[config.mk]
export PLATFORM = sky130hd
export DESIGN_NAME = blink_sequence_detector_unit
export DESIGN_NICKNAME = d
export VERILOG_FILES = /design/src/bsd_pkg.sv /design/src/blink_sequence_detector_unit.sv /design/src/bsd_cfg.sv /design/src/bsd_match.sv
export VERILOG_INCLUDE_DIRS = /design/src /design/src/src
export SDC_FILE = /design/constraint.sdc
export NUM_CORES = 2
export LEC_CHECK = 0
export BUFFER_PORTS_ARGS = -buffer_cell sky130_fd_sc_hd__buf_4
export CAP_MARGIN = 25
export CORE_ASPECT_RATIO = 0.6
export CORE_UTILIZATION = 50
export DETAILED_ROUTE_END_ITERATION = 7
export PLACE_DENSITY = 0.66
export SLEW_MARGIN = 20
export SYNTH_ARGS = -nofsm -noshare
export SYNTH_HDL_FRONTEND = slang
export SYNTH_SLANG_ARGS = --single-unit
[constraint.sdc]
create_clock -name clk -period 10.3 [get_ports clk]
set_input_delay 0.515 -clock clk [delete_from_list [all_inputs] [get_ports clk]]
set_output_delay 0.515 -clock clk [all_outputs]
set_load 0.05 [all_outputs]
[src/blink_sequence_detector_unit_defines.svh]
`ifndef BLINK_SEQUENCE_DETECTOR_UNIT_DEFINES_SVH
`define BLINK_SEQUENCE_DETECTOR_UNIT_DEFINES_SVH

// Shared assertion macros. Each expects clk and arst_n in the enclosing module.

// Same-cycle implication.
`define BSD_ASSERT_IMP(lbl, ante, cons, msg) \
	lbl: assert property (@(posedge clk) disable iff (!arst_n) (ante) |-> (cons)) \
		else $error(msg);

// Next-cycle implication.
`define BSD_ASSERT_NXT(lbl, ante, cons, msg) \
	lbl: assert property (@(posedge clk) disable iff (!arst_n) (ante) |=> (cons)) \
		else $error(msg);

`endif

[src/bsd_pkg.sv]
`timescale 1ns / 1ps

package bsd_pkg;

	// Field widths.
	localparam int TIME_W   = 32;
	localparam int COORD_W  = 16;
	localparam int TICK_W   = 32;
	localparam int REP_W    = 8;
	localparam int CNT_W    = 16;
	localparam int HALF_W   = REP_W - 1;
	localparam int PROD_W   = TICK_W + REP_W;
	localparam int CMP_W    = ((TIME_W > TICK_W) ? TIME_W : TICK_W) + REP_W;

	// Stream and configuration port widths.
	localparam int PAY_W    = TIME_W + 2 * COORD_W;
	localparam int DATA_W   = ((PAY_W + 7) / 8) * 8;
	localparam int USER_W   = 2;
	localparam int CFG_IDX_W  = 3;
	localparam int CFG_DATA_W = 32;

	// Register indexes.
	typedef enum logic [CFG_IDX_W-1:0] {
		REG_REPETITIONS  = 3'd0,
		REG_MIN_ON_SMP   = 3'd1,
		REG_MIN_PAUSE_SMP = 3'd2,
		REG_MIN_ON_TICKS = 3'd3,
		REG_MIN_PAUSE_TICKS = 3'd4,
		REG_MAX_PAUSE_TICKS = 3'd5
	} reg_idx_t;

	// Register reset values.
	localparam logic [REP_W-1:0]  RST_REPETITIONS     = REP_W'(2);
	localparam logic [CNT_W-1:0]  RST_MIN_ON_SMP      = CNT_W'(1);
	localparam logic [CNT_W-1:0]  RST_MIN_PAUSE_SMP   = CNT_W'(2);
	localparam logic [TICK_W-1:0] RST_MIN_ON_TICKS    = TICK_W'(150000);
	localparam logic [TICK_W-1:0] RST_MIN_PAUSE_TICKS = TICK_W'(150000);
	localparam logic [TICK_W-1:0] RST_MAX_PAUSE_TICKS = TICK_W'(1000000);

	// Threshold partial products at reset: (h + 1) * on and h * pause with h = 1.
	localparam logic [PROD_W-1:0] RST_THR_ON    = PROD_W'(300000);
	localparam logic [PROD_W-1:0] RST_THR_PAUSE = PROD_W'(150000);

	// Saturation limits.
	localparam logic [CNT_W-1:0] CNT_MAX = {CNT_W{1'b1}};
	localparam logic [REP_W-1:0] REP_MAX = {REP_W{1'b1}};

	// Configuration as seen by the matcher.
	typedef struct packed {
		logic [REP_W-1:0]  repetitions;
		logic [CNT_W-1:0]  min_on_samples;
		logic [CNT_W-1:0]  min_pause_samples;
		logic [TICK_W-1:0] min_on_ticks;
		logic [TICK_W-1:0] min_pause_ticks;
		logic [TICK_W-1:0] max_pause_ticks;
		logic [PROD_W-1:0] thr_on;
		logic [PROD_W-1:0] thr_pause;
	} cfg_t;

	// One input sample.
	typedef struct packed {
		logic               first_of_history;
		logic [TIME_W-1:0]  sample_time;
		logic               triggered;
		logic [COORD_W-1:0] pos_x;
		logic [COORD_W-1:0] pos_y;
	} item_t;

	// Matcher status toward the top level.
	typedef struct packed {
		logic emit;
		logic idle;
	} match_stat_t;

endpackage

[src/blink_sequence_detector_unit.sv]
// Blink sequence detector. Samples enter on the slave stream, one per beat, and
// a new beat is taken on every clock unless the result register is stalled or a
// configuration write holds the input off. A match result is offered on the
// master stream from the result register once the completing sample has left
// the input register and passed the matcher, the single stage that sets the rate;
// it judges each sample and updates its state as the sample leaves. After a
// configuration write the input is held off while the total-time threshold
// products are registered; configuration writes complete in the beat offered.
`timescale 1ns / 1ps
`include "blink_sequence_detector_unit_defines.svh"

module blink_sequence_detector_unit (
	input  logic                             clk,
	input  logic                             arst_n,
	// Sample stream.
	input  logic                             s_axis_tvalid,
	output logic                             s_axis_tready,
	// tdata: sample_time, pos_x, pos_y, zero padding.
	input  logic [bsd_pkg::DATA_W-1:0]       s_axis_tdata,
	// tuser: first_of_history, triggered.
	input  logic [bsd_pkg::USER_W-1:0]       s_axis_tuser,
	// Event stream.
	output logic                             m_axis_tvalid,
	input  logic                             m_axis_tready,
	// tdata: event_time, event_x, event_y, zero padding.
	output logic [bsd_pkg::DATA_W-1:0]       m_axis_tdata,
	// Configuration write channel.
	input  logic                             cfg_valid,
	output logic                             cfg_ready,
	input  logic [bsd_pkg::CFG_IDX_W-1:0]    cfg_index,
	input  logic [bsd_pkg::CFG_DATA_W-1:0]   cfg_data
);

	bsd_pkg::cfg_t         cfg;
	bsd_pkg::item_t        item_s1;
	bsd_pkg::match_stat_t  stat;
	logic                  valid_s1;
	logic                  advance;
	logic                  cfg_wr;
	logic                  cfg_hold_q;
	logic                  out_valid_q;
	logic [bsd_pkg::PAY_W-1:0] out_pay_q;

	// Handshakes.
	assign cfg_ready     = 1'b1;
	assign cfg_wr        = cfg_valid && cfg_ready;
	assign advance       = valid_s1 && (!out_valid_q || m_axis_tready);
	assign s_axis_tready = !cfg_hold_q && (!valid_s1 || advance);

	bsd_cfg u_cfg (
		.clk      (clk),
		.arst_n   (arst_n),
		.wr_en    (cfg_wr),
		.wr_index (cfg_index),
		.wr_data  (cfg_data),
		.cfg      (cfg)
	);

	// Hold the input in the cycle after a write so the threshold settles.
	always_ff @(posedge clk or negedge arst_n) begin
		if (!arst_n) begin
			cfg_hold_q <= 1'b0;
		end else begin
			cfg_hold_q <= cfg_wr;
		end
	end

	// Input register.
	always_ff @(posedge clk or negedge arst_n) begin
		if (!arst_n) begin
			valid_s1 <= 1'b0;
		end else if (s_axis_tvalid && s_axis_tready) begin
			valid_s1 <= 1'b1;
		end else if (advance) begin
			valid_s1 <= 1'b0;
		end
	end

	always_ff @(posedge clk) begin
		if (s_axis_tvalid && s_axis_tready) begin
			item_s1.first_of_history <= s_axis_tuser[0];
			item_s1.triggered        <= s_axis_tuser[1];
			item_s1.sample_time      <= s_axis_tdata[bsd_pkg::TIME_W-1:0];
			item_s1.pos_x <= s_axis_tdata[bsd_pkg::TIME_W +: bsd_pkg::COORD_W];
			item_s1.pos_y <= s_axis_tdata[bsd_pkg::TIME_W + bsd_pkg::COORD_W +: bsd_pkg::COORD_W];
		end
	end

	bsd_match u_match (
		.clk    (clk),
		.arst_n (arst_n),
		.step   (advance),
		.item   (item_s1),
		.cfg    (cfg),
		.stat   (stat)
	);

	// Result register.
	always_ff @(posedge clk or negedge arst_n) begin
		if (!arst_n) begin
			out_valid_q <= 1'b0;
		end else if (advance && stat.emit) begin
			out_valid_q <= 1'b1;
		end else if (m_axis_tready) begin
			out_valid_q <= 1'b0;
		end
	end

	always_ff @(posedge clk) begin
		if (advance && stat.emit) begin
			out_pay_q <= {item_s1.pos_y, item_s1.pos_x, item_s1.sample_time};
		end
	end

	assign m_axis_tvalid = out_valid_q;
	assign m_axis_tdata  = bsd_pkg::DATA_W'(out_pay_q);

	`BSD_ASSERT_NXT(a_cfg_blocks_input, cfg_wr, !s_axis_tready,
		"sample accepted while threshold was settling")
	`BSD_ASSERT_NXT(a_stalled_item_kept, valid_s1 && !advance, valid_s1,
		"pending sample lost while the result was stalled")
	`BSD_ASSERT_NXT(a_result_from_match, !m_axis_tvalid && !(advance && stat.emit),
		!m_axis_tvalid, "result appeared without a match")

endmodule

[src/bsd_cfg.sv]
`timescale 1ns / 1ps

module bsd_cfg (
	input  logic                             clk,
	input  logic                             arst_n,
	input  logic                             wr_en,
	input  logic [bsd_pkg::CFG_IDX_W-1:0]    wr_index,
	input  logic [bsd_pkg::CFG_DATA_W-1:0]   wr_data,
	output bsd_pkg::cfg_t                    cfg
);

	logic [bsd_pkg::REP_W-1:0]  repetitions_q;
	logic [bsd_pkg::CNT_W-1:0]  min_on_samples_q;
	logic [bsd_pkg::CNT_W-1:0]  min_pause_samples_q;
	logic [bsd_pkg::TICK_W-1:0] min_on_ticks_q;
	logic [bsd_pkg::TICK_W-1:0] min_pause_ticks_q;
	logic [bsd_pkg::TICK_W-1:0] max_pause_ticks_q;
	logic [bsd_pkg::PROD_W-1:0] thr_on_q;
	logic [bsd_pkg::PROD_W-1:0] thr_pause_q;
	logic [bsd_pkg::HALF_W-1:0] half_rep;

	// Half the repetition count, rounded down.
	assign half_rep = repetitions_q[bsd_pkg::REP_W-1:1];

	// Register file writes; unknown indexes are dropped.
	always_ff @(posedge clk or negedge arst_n) begin
		if (!arst_n) begin
			repetitions_q       <= bsd_pkg::RST_REPETITIONS;
			min_on_samples_q    <= bsd_pkg::RST_MIN_ON_SMP;
			min_pause_samples_q <= bsd_pkg::RST_MIN_PAUSE_SMP;
			min_on_ticks_q      <= bsd_pkg::RST_MIN_ON_TICKS;
			min_pause_ticks_q   <= bsd_pkg::RST_MIN_PAUSE_TICKS;
			max_pause_ticks_q   <= bsd_pkg::RST_MAX_PAUSE_TICKS;
		end else if (wr_en) begin
			case (bsd_pkg::reg_idx_t'(wr_index))
				bsd_pkg::REG_REPETITIONS: begin
					repetitions_q <= wr_data[bsd_pkg::REP_W-1:0];
				end
				bsd_pkg::REG_MIN_ON_SMP: begin
					min_on_samples_q <= wr_data[bsd_pkg::CNT_W-1:0];
				end
				bsd_pkg::REG_MIN_PAUSE_SMP: begin
					min_pause_samples_q <= wr_data[bsd_pkg::CNT_W-1:0];
				end
				bsd_pkg::REG_MIN_ON_TICKS: begin
					min_on_ticks_q <= wr_data[bsd_pkg::TICK_W-1:0];
				end
				bsd_pkg::REG_MIN_PAUSE_TICKS: begin
					min_pause_ticks_q <= wr_data[bsd_pkg::TICK_W-1:0];
				end
				bsd_pkg::REG_MAX_PAUSE_TICKS: begin
					max_pause_ticks_q <= wr_data[bsd_pkg::TICK_W-1:0];
				end
				default: begin
				end
			endcase
		end
	end

	// Total-time threshold partial products, registered in the cycle after the registers.
	always_ff @(posedge clk or negedge arst_n) begin
		if (!arst_n) begin
			thr_on_q    <= bsd_pkg::RST_THR_ON;
			thr_pause_q <= bsd_pkg::RST_THR_PAUSE;
		end else begin
			thr_on_q    <= bsd_pkg::PROD_W'(({1'b0, half_rep} + bsd_pkg::REP_W'(1))
				* min_on_ticks_q);
			thr_pause_q <= bsd_pkg::PROD_W'(half_rep * min_pause_ticks_q);
		end
	end

	assign cfg.repetitions       = repetitions_q;
	assign cfg.min_on_samples    = min_on_samples_q;
	assign cfg.min_pause_samples = min_pause_samples_q;
	assign cfg.min_on_ticks      = min_on_ticks_q;
	assign cfg.min_pause_ticks   = min_pause_ticks_q;
	assign cfg.max_pause_ticks   = max_pause_ticks_q;
	assign cfg.thr_on            = thr_on_q;
	assign cfg.thr_pause         = thr_pause_q;

endmodule

[src/bsd_match.sv]
`timescale 1ns / 1ps
`include "blink_sequence_detector_unit_defines.svh"

module bsd_match (
	input  logic                  clk,
	input  logic                  arst_n,
	input  logic                  step,
	input  bsd_pkg::item_t        item,
	input  bsd_pkg::cfg_t         cfg,
	output bsd_pkg::match_stat_t  stat
);

	typedef enum logic [1:0] {
		PH_IDLE  = 2'd0,
		PH_ON    = 2'd1,
		PH_PAUSE = 2'd2
	} phase_t;

	phase_t                     phase_q, phase_d, phase_eff;
	logic [bsd_pkg::REP_W-1:0]  done_q, done_d, done_eff, done_inc;
	logic [bsd_pkg::CNT_W-1:0]  smp_q, smp_d, smp_eff, smp_inc;
	logic [bsd_pkg::TIME_W-1:0] streak_start_q, streak_start_d;
	logic [bsd_pkg::TIME_W-1:0] match_start_q, match_start_d;
	logic [bsd_pkg::TIME_W-1:0] span, match_span;
	logic [bsd_pkg::CMP_W-1:0]  span_x, match_span_x, threshold;
	logic                       on_fail, pause_fail, emit;

	// Start of history wipes the matcher before the sample is handled.
	always_comb begin
		phase_eff = item.first_of_history ? PH_IDLE : phase_q;
		done_eff  = item.first_of_history ? '0 : done_q;
		smp_eff   = item.first_of_history ? '0 : smp_q;
	end

	// Saturating counters and wrapped time spans.
	assign smp_inc      = (smp_eff == bsd_pkg::CNT_MAX) ? smp_eff : smp_eff + 1'b1;
	assign done_inc     = (done_eff == bsd_pkg::REP_MAX) ? done_eff : done_eff + 1'b1;
	assign span         = item.sample_time - streak_start_q;
	assign match_span   = item.sample_time - match_start_q;
	assign span_x       = bsd_pkg::CMP_W'(span);
	assign match_span_x = bsd_pkg::CMP_W'(match_span);
	assign threshold    = bsd_pkg::CMP_W'(cfg.thr_on) + bsd_pkg::CMP_W'(cfg.thr_pause);

	// Streak checks.
	assign on_fail = (smp_eff < cfg.min_on_samples)
		|| (span_x < bsd_pkg::CMP_W'(cfg.min_on_ticks));
	assign pause_fail = (smp_eff < cfg.min_pause_samples)
		|| (span_x < bsd_pkg::CMP_W'(cfg.min_pause_ticks))
		|| (span_x > bsd_pkg::CMP_W'(cfg.max_pause_ticks));

	// Next state for the sample at hand.
	always_comb begin
		phase_d        = phase_eff;
		done_d         = done_eff;
		smp_d          = smp_eff;
		streak_start_d = streak_start_q;
		match_start_d  = match_start_q;
		emit           = 1'b0;
		case (phase_eff)
			PH_ON: begin
				if (item.triggered) begin
					smp_d = smp_inc;
				end else if (on_fail) begin
					phase_d = PH_IDLE;
					done_d  = '0;
					smp_d   = '0;
				end else begin
					phase_d        = PH_PAUSE;
					streak_start_d = item.sample_time;
					smp_d          = bsd_pkg::CNT_W'(1);
					done_d         = done_inc;
					if ((done_inc >= cfg.repetitions) && (match_span_x > threshold)) begin
						emit    = 1'b1;
						phase_d = PH_IDLE;
						done_d  = '0;
						smp_d   = '0;
					end
				end
			end
			PH_PAUSE: begin
				if (!item.triggered) begin
					smp_d = smp_inc;
				end else if (pause_fail) begin
					phase_d        = PH_ON;
					streak_start_d = item.sample_time;
					match_start_d  = item.sample_time;
					smp_d          = bsd_pkg::CNT_W'(1);
					done_d         = '0;
				end else begin
					phase_d        = PH_ON;
					streak_start_d = item.sample_time;
					smp_d          = bsd_pkg::CNT_W'(1);
				end
			end
			default: begin
				if (item.triggered) begin
					phase_d        = PH_ON;
					streak_start_d = item.sample_time;
					match_start_d  = item.sample_time;
					smp_d          = bsd_pkg::CNT_W'(1);
					done_d         = '0;
				end else begin
					phase_d = PH_IDLE;
				end
			end
		endcase
	end

	// Matcher state.
	always_ff @(posedge clk or negedge arst_n) begin
		if (!arst_n) begin
			phase_q        <= PH_IDLE;
			done_q         <= '0;
			smp_q          <= '0;
			streak_start_q <= '0;
			match_start_q  <= '0;
		end else if (step) begin
			phase_q        <= phase_d;
			done_q         <= done_d;
			smp_q          <= smp_d;
			streak_start_q <= streak_start_d;
			match_start_q  <= match_start_d;
		end
	end

	assign stat.emit = emit;
	assign stat.idle = (phase_q == PH_IDLE);

	`BSD_ASSERT_NXT(a_emit_goes_idle, step && emit, phase_q == PH_IDLE && done_q == '0,
		"matcher did not return to idle after a match")
	`BSD_ASSERT_IMP(a_streak_counted, phase_q == PH_ON || phase_q == PH_PAUSE, smp_q != '0,
		"active streak has no samples")
	`BSD_ASSERT_IMP(a_done_needs_match, done_q != '0, phase_q == PH_ON || phase_q == PH_PAUSE,
		"passed streaks counted outside a match")

endmodule
==> impl_results.md <==
- Run status: finished, violations left
- Violated checks: design-rule violations
- Leading register cell type out of synthesis: dfrtp_1
- Yosys warning total: 0
- Via density: between 5 and 6
- Die height: roughly 220 um
- Final worst-path cycle share: 70.7%
- Register area share after synthesis: 30.4%
- Number of port buffers: 171
- Clock slew seen by the registers of the worst setup and hold paths: ~70 ps
- Number of iterations in the first detailed-routing pass: 8
- Synth cell count leaders: inv_1, nand2_1, ha_1
- Crit path kind: flip-flop to flip-flop
- Post-synth EDFFs: 130
- RSZ-0062 raised after global routing: no
- CP Max Fanout: 62
- Fillers: 6741
- Fin. max-slew vios: 0
- WL met3: 14.5 mm
- DRC viols: 1
- Die Width: 360 um
- Final hold violation count: 0
- Remaining antenna violation count after routing: 0
- Synth Register Bits: 438
- Leading area contributor after synthesis: dfrtp_1
- Maximum buffer depth of the clock tree: 3
- CP arrival: 7770 ps
- Number of diodes: 0
- Synth async-reset ratio: 70.3%
- Clk sinks: 438
- Rel. slew slack: about a quarter
- Die area: 78000 um2
- Distinct cells, synth: 90
- First-pass GRT wire length: 161 mm
- Area Overhead vs Synth: 10.7%
- Clk Tree Root Cell: clkbuf_16
- CTS buffer count: 45
- Final setup skew: 26.9 ps
- Max-Cap Viols: 0
- Synth Net Count: 4836
- Vias in the first global route: 27200
- Mapped cell area: 38400 um2
- Met1 wire length: 50.5 mm
- Final WS setup: 3020 ps
- Nets: 4991
- DR WL/cell: 20.1 um
- Initial Utilization: 50.6%
- Top-count cell post-synth: inv_1
- CTS tree: built
- Final critical path time including I/O delays and setup: between 7000 and 8000 ps
- GRT Total Usage: 27.0%
- HPWL Detailed: 83.3 mm
- Initial antenna violation count: 5
- H-tree levels: 2
- WP data required: 10790 ps
- Routed vias: 28800
- Top cells by area, synth: dfrtp_1, fa_1, ha_1
- Io pins: between 150 and 200
- Worst setup SP type: flip-flop
- Post-CTS Resized: 0
- Row count: 78
- Core Area: 75800 um2
- Largest net degree at the start of global routing: about 150
- Met2 WL: approximately 38 mm
- Final setup fails: 0
- Total gr overflow: 0
- Clk_lat worst skew: 610 ps
- DP Worst Slack: 3110 ps
- Fraction of layout cells with a size suffix above 1: 11.2%
- Setup_tns: 0 ps
- Area share of the largest cell type after synthesis: 17.3%
- DR top layer: met4
- CP Capture Type: flip-flop
- Cells after Synth: 4011
- Syn Area/Cell: 9.58 um2
- Slew @ Worst Pin: 1120 ps
- Initial DRC count: 2389
- Gpl congestion: approximately 0.95
- Hold Crit Class: input port to flip-flop
- Final wirelength: 104 mm
- Fmax: 137 MHz
## kinds of logic (layout without fill, tap and decap cells)
family / after synthesis / after routing / synth area share [%]
buffers and inverters: 696 / 888 / 6.86
multiplexers: 107 / 107 / 3.12
adder cells (fa/ha/maj): 719 / 719 / 29.9
flip-flops: 438 / 438 / 30.4
other: 1 / 1 / 0.00976
AO/OA/AOI/OAI: 768 / 768 / 12.7
AND/OR/NAND/NOR: 1115 / 1115 / 13.2
XOR/XNOR: 167 / 167 / 3.81
## timing repair
action | 4_1_cts | 5_1_grt
setup endpoints to repair | 0 | 0
endpoints found under the hold margin | 24 | 0
hold buffers | 1 | 0
buffers inserted | 0 | 0
## through the flow
step,cells,utilization (%),instance area [um2],hold slack (ps)
after floorplan,4011,-,38400,219
final,5203,56.1,42500,68.3
after detailed placement,5117,54.0,41000,405
after global routing,5203,56.1,42500,52.0
after CTS,5202,56.0,42500,43.5
after global placement,5116,54.0,40900,400
## per-layer routing
metal,up-vias,global-route usage (%)
met2,1180,33.8
li1,13700,-
met4,0,5.04
met3,83,11.2
met1,13800,42.4
met5,-,0
## layout make-up
type | count | area, um2 | share of cell area, %
flip-flops and latches | 438 | 11700 | 27.4
well taps | 1000 | 1250 | 2.94
inverters | 589 | 2210 | 5.20
multi-input cells | 2877 | 24200 | 56.9
clock inverters | 15 | 170 | 0.400
repair buffers | 215 | 1680 | 3.94
clock buffers | 69 | 1340 | 3.16
## worst max-delay path: stages, from the launching register on
cell,delay [ps]
edfxtp_1,420
inv_1,100
ha_1,210
inv_1,70
fa_1,440
a211o_1,320
a2111oi_2,390
nor3_1,120
o31ai_1,340
a31oi_1,230
o21ai_1,250
a31o_2,220
o21ai_1,100
o21a_1,170
nor2_1,130
xnor2_1,280
ha_1,420
nand3_1,100
nor2_1,150
nand3_1,120
or3_1,460
or2_0,270
or3_1,400
a211oi_2,690
nor3_4,70
buf_4,310
mux2_2,340
## path summary, 6_finish.rpt
check | end | cells after the start | slack (ps) | startpoint
max in group asynchronous | u_cfg.min_pause_ticks_q[12] | 3 | 8320 | arst_n
min in group asynchronous | u_cfg.min_on_ticks_q[9] | 2 | 570 | arst_n
hold / removal | cfg_hold_q | 1 | 70 | cfg_valid
setup reg to reg | u_match.match_start_q[31] | 26 | 3020 | item_s1[33]
hold reg to reg | m_axis_tdata[42] | 0 | 420 | item_s1[26]
setup / recovery | u_match.match_start_q[31] | 26 | 3020 | item_s1[33]
## placed cells by master (no fill, tap or decap), types with 31 or more instances in the layout
| cell type | n |
|---|---|
| fa_1 | 332 |
| nand3_1 | 50 |
| xor2_1 | 49 |
| clkbuf_16 | 47 |
| o21a_1 | 32 |
| inv_1 | 588 |
| dfstp_2 | 42 |
| ha_1 | 387 |
| nor2b_1 | 40 |
| nor3_1 | 33 |
| buf_4 | 210 |
| nor2_1 | 252 |
| mux2_2 | 102 |
| and2_1 | 78 |
| dfrtp_1 | 266 |
| nand2b_1 | 31 |
| xnor2_1 | 112 |
| nand4_1 | 40 |
| nand2_1 | 495 |
| a21oi_1 | 194 |
| edfxtp_1 | 130 |
| a21o_1 | 132 |
| o21ai_0 | 208 |
## sequential cells by signal (all words and copies together), names as in the netlist
name and count:
u_cfg.max_pause_ticks_q 32, u_match.streak_start_q 32, item_s1 66, u_match.match_start_q 32, u_cfg.min_on_samples_q 16, m_axis_tdata 64
u_match.phase_q 2, u_cfg.thr_pause_q 39, u_cfg.thr_on_q 40, u_cfg.min_pause_samples_q 16, u_cfg.min_pause_ticks_q 32, u_cfg.repetitions_q 8
u_cfg.min_on_ticks_q 32, u_match.smp_q 16, cfg_hold_q 1, m_axis_tvalid 1, u_match.done_q 8, valid_s1 1
Power is not shown: default switching activity piles up to over one toggle a cycle in this logic, so the estimate is an artifact.
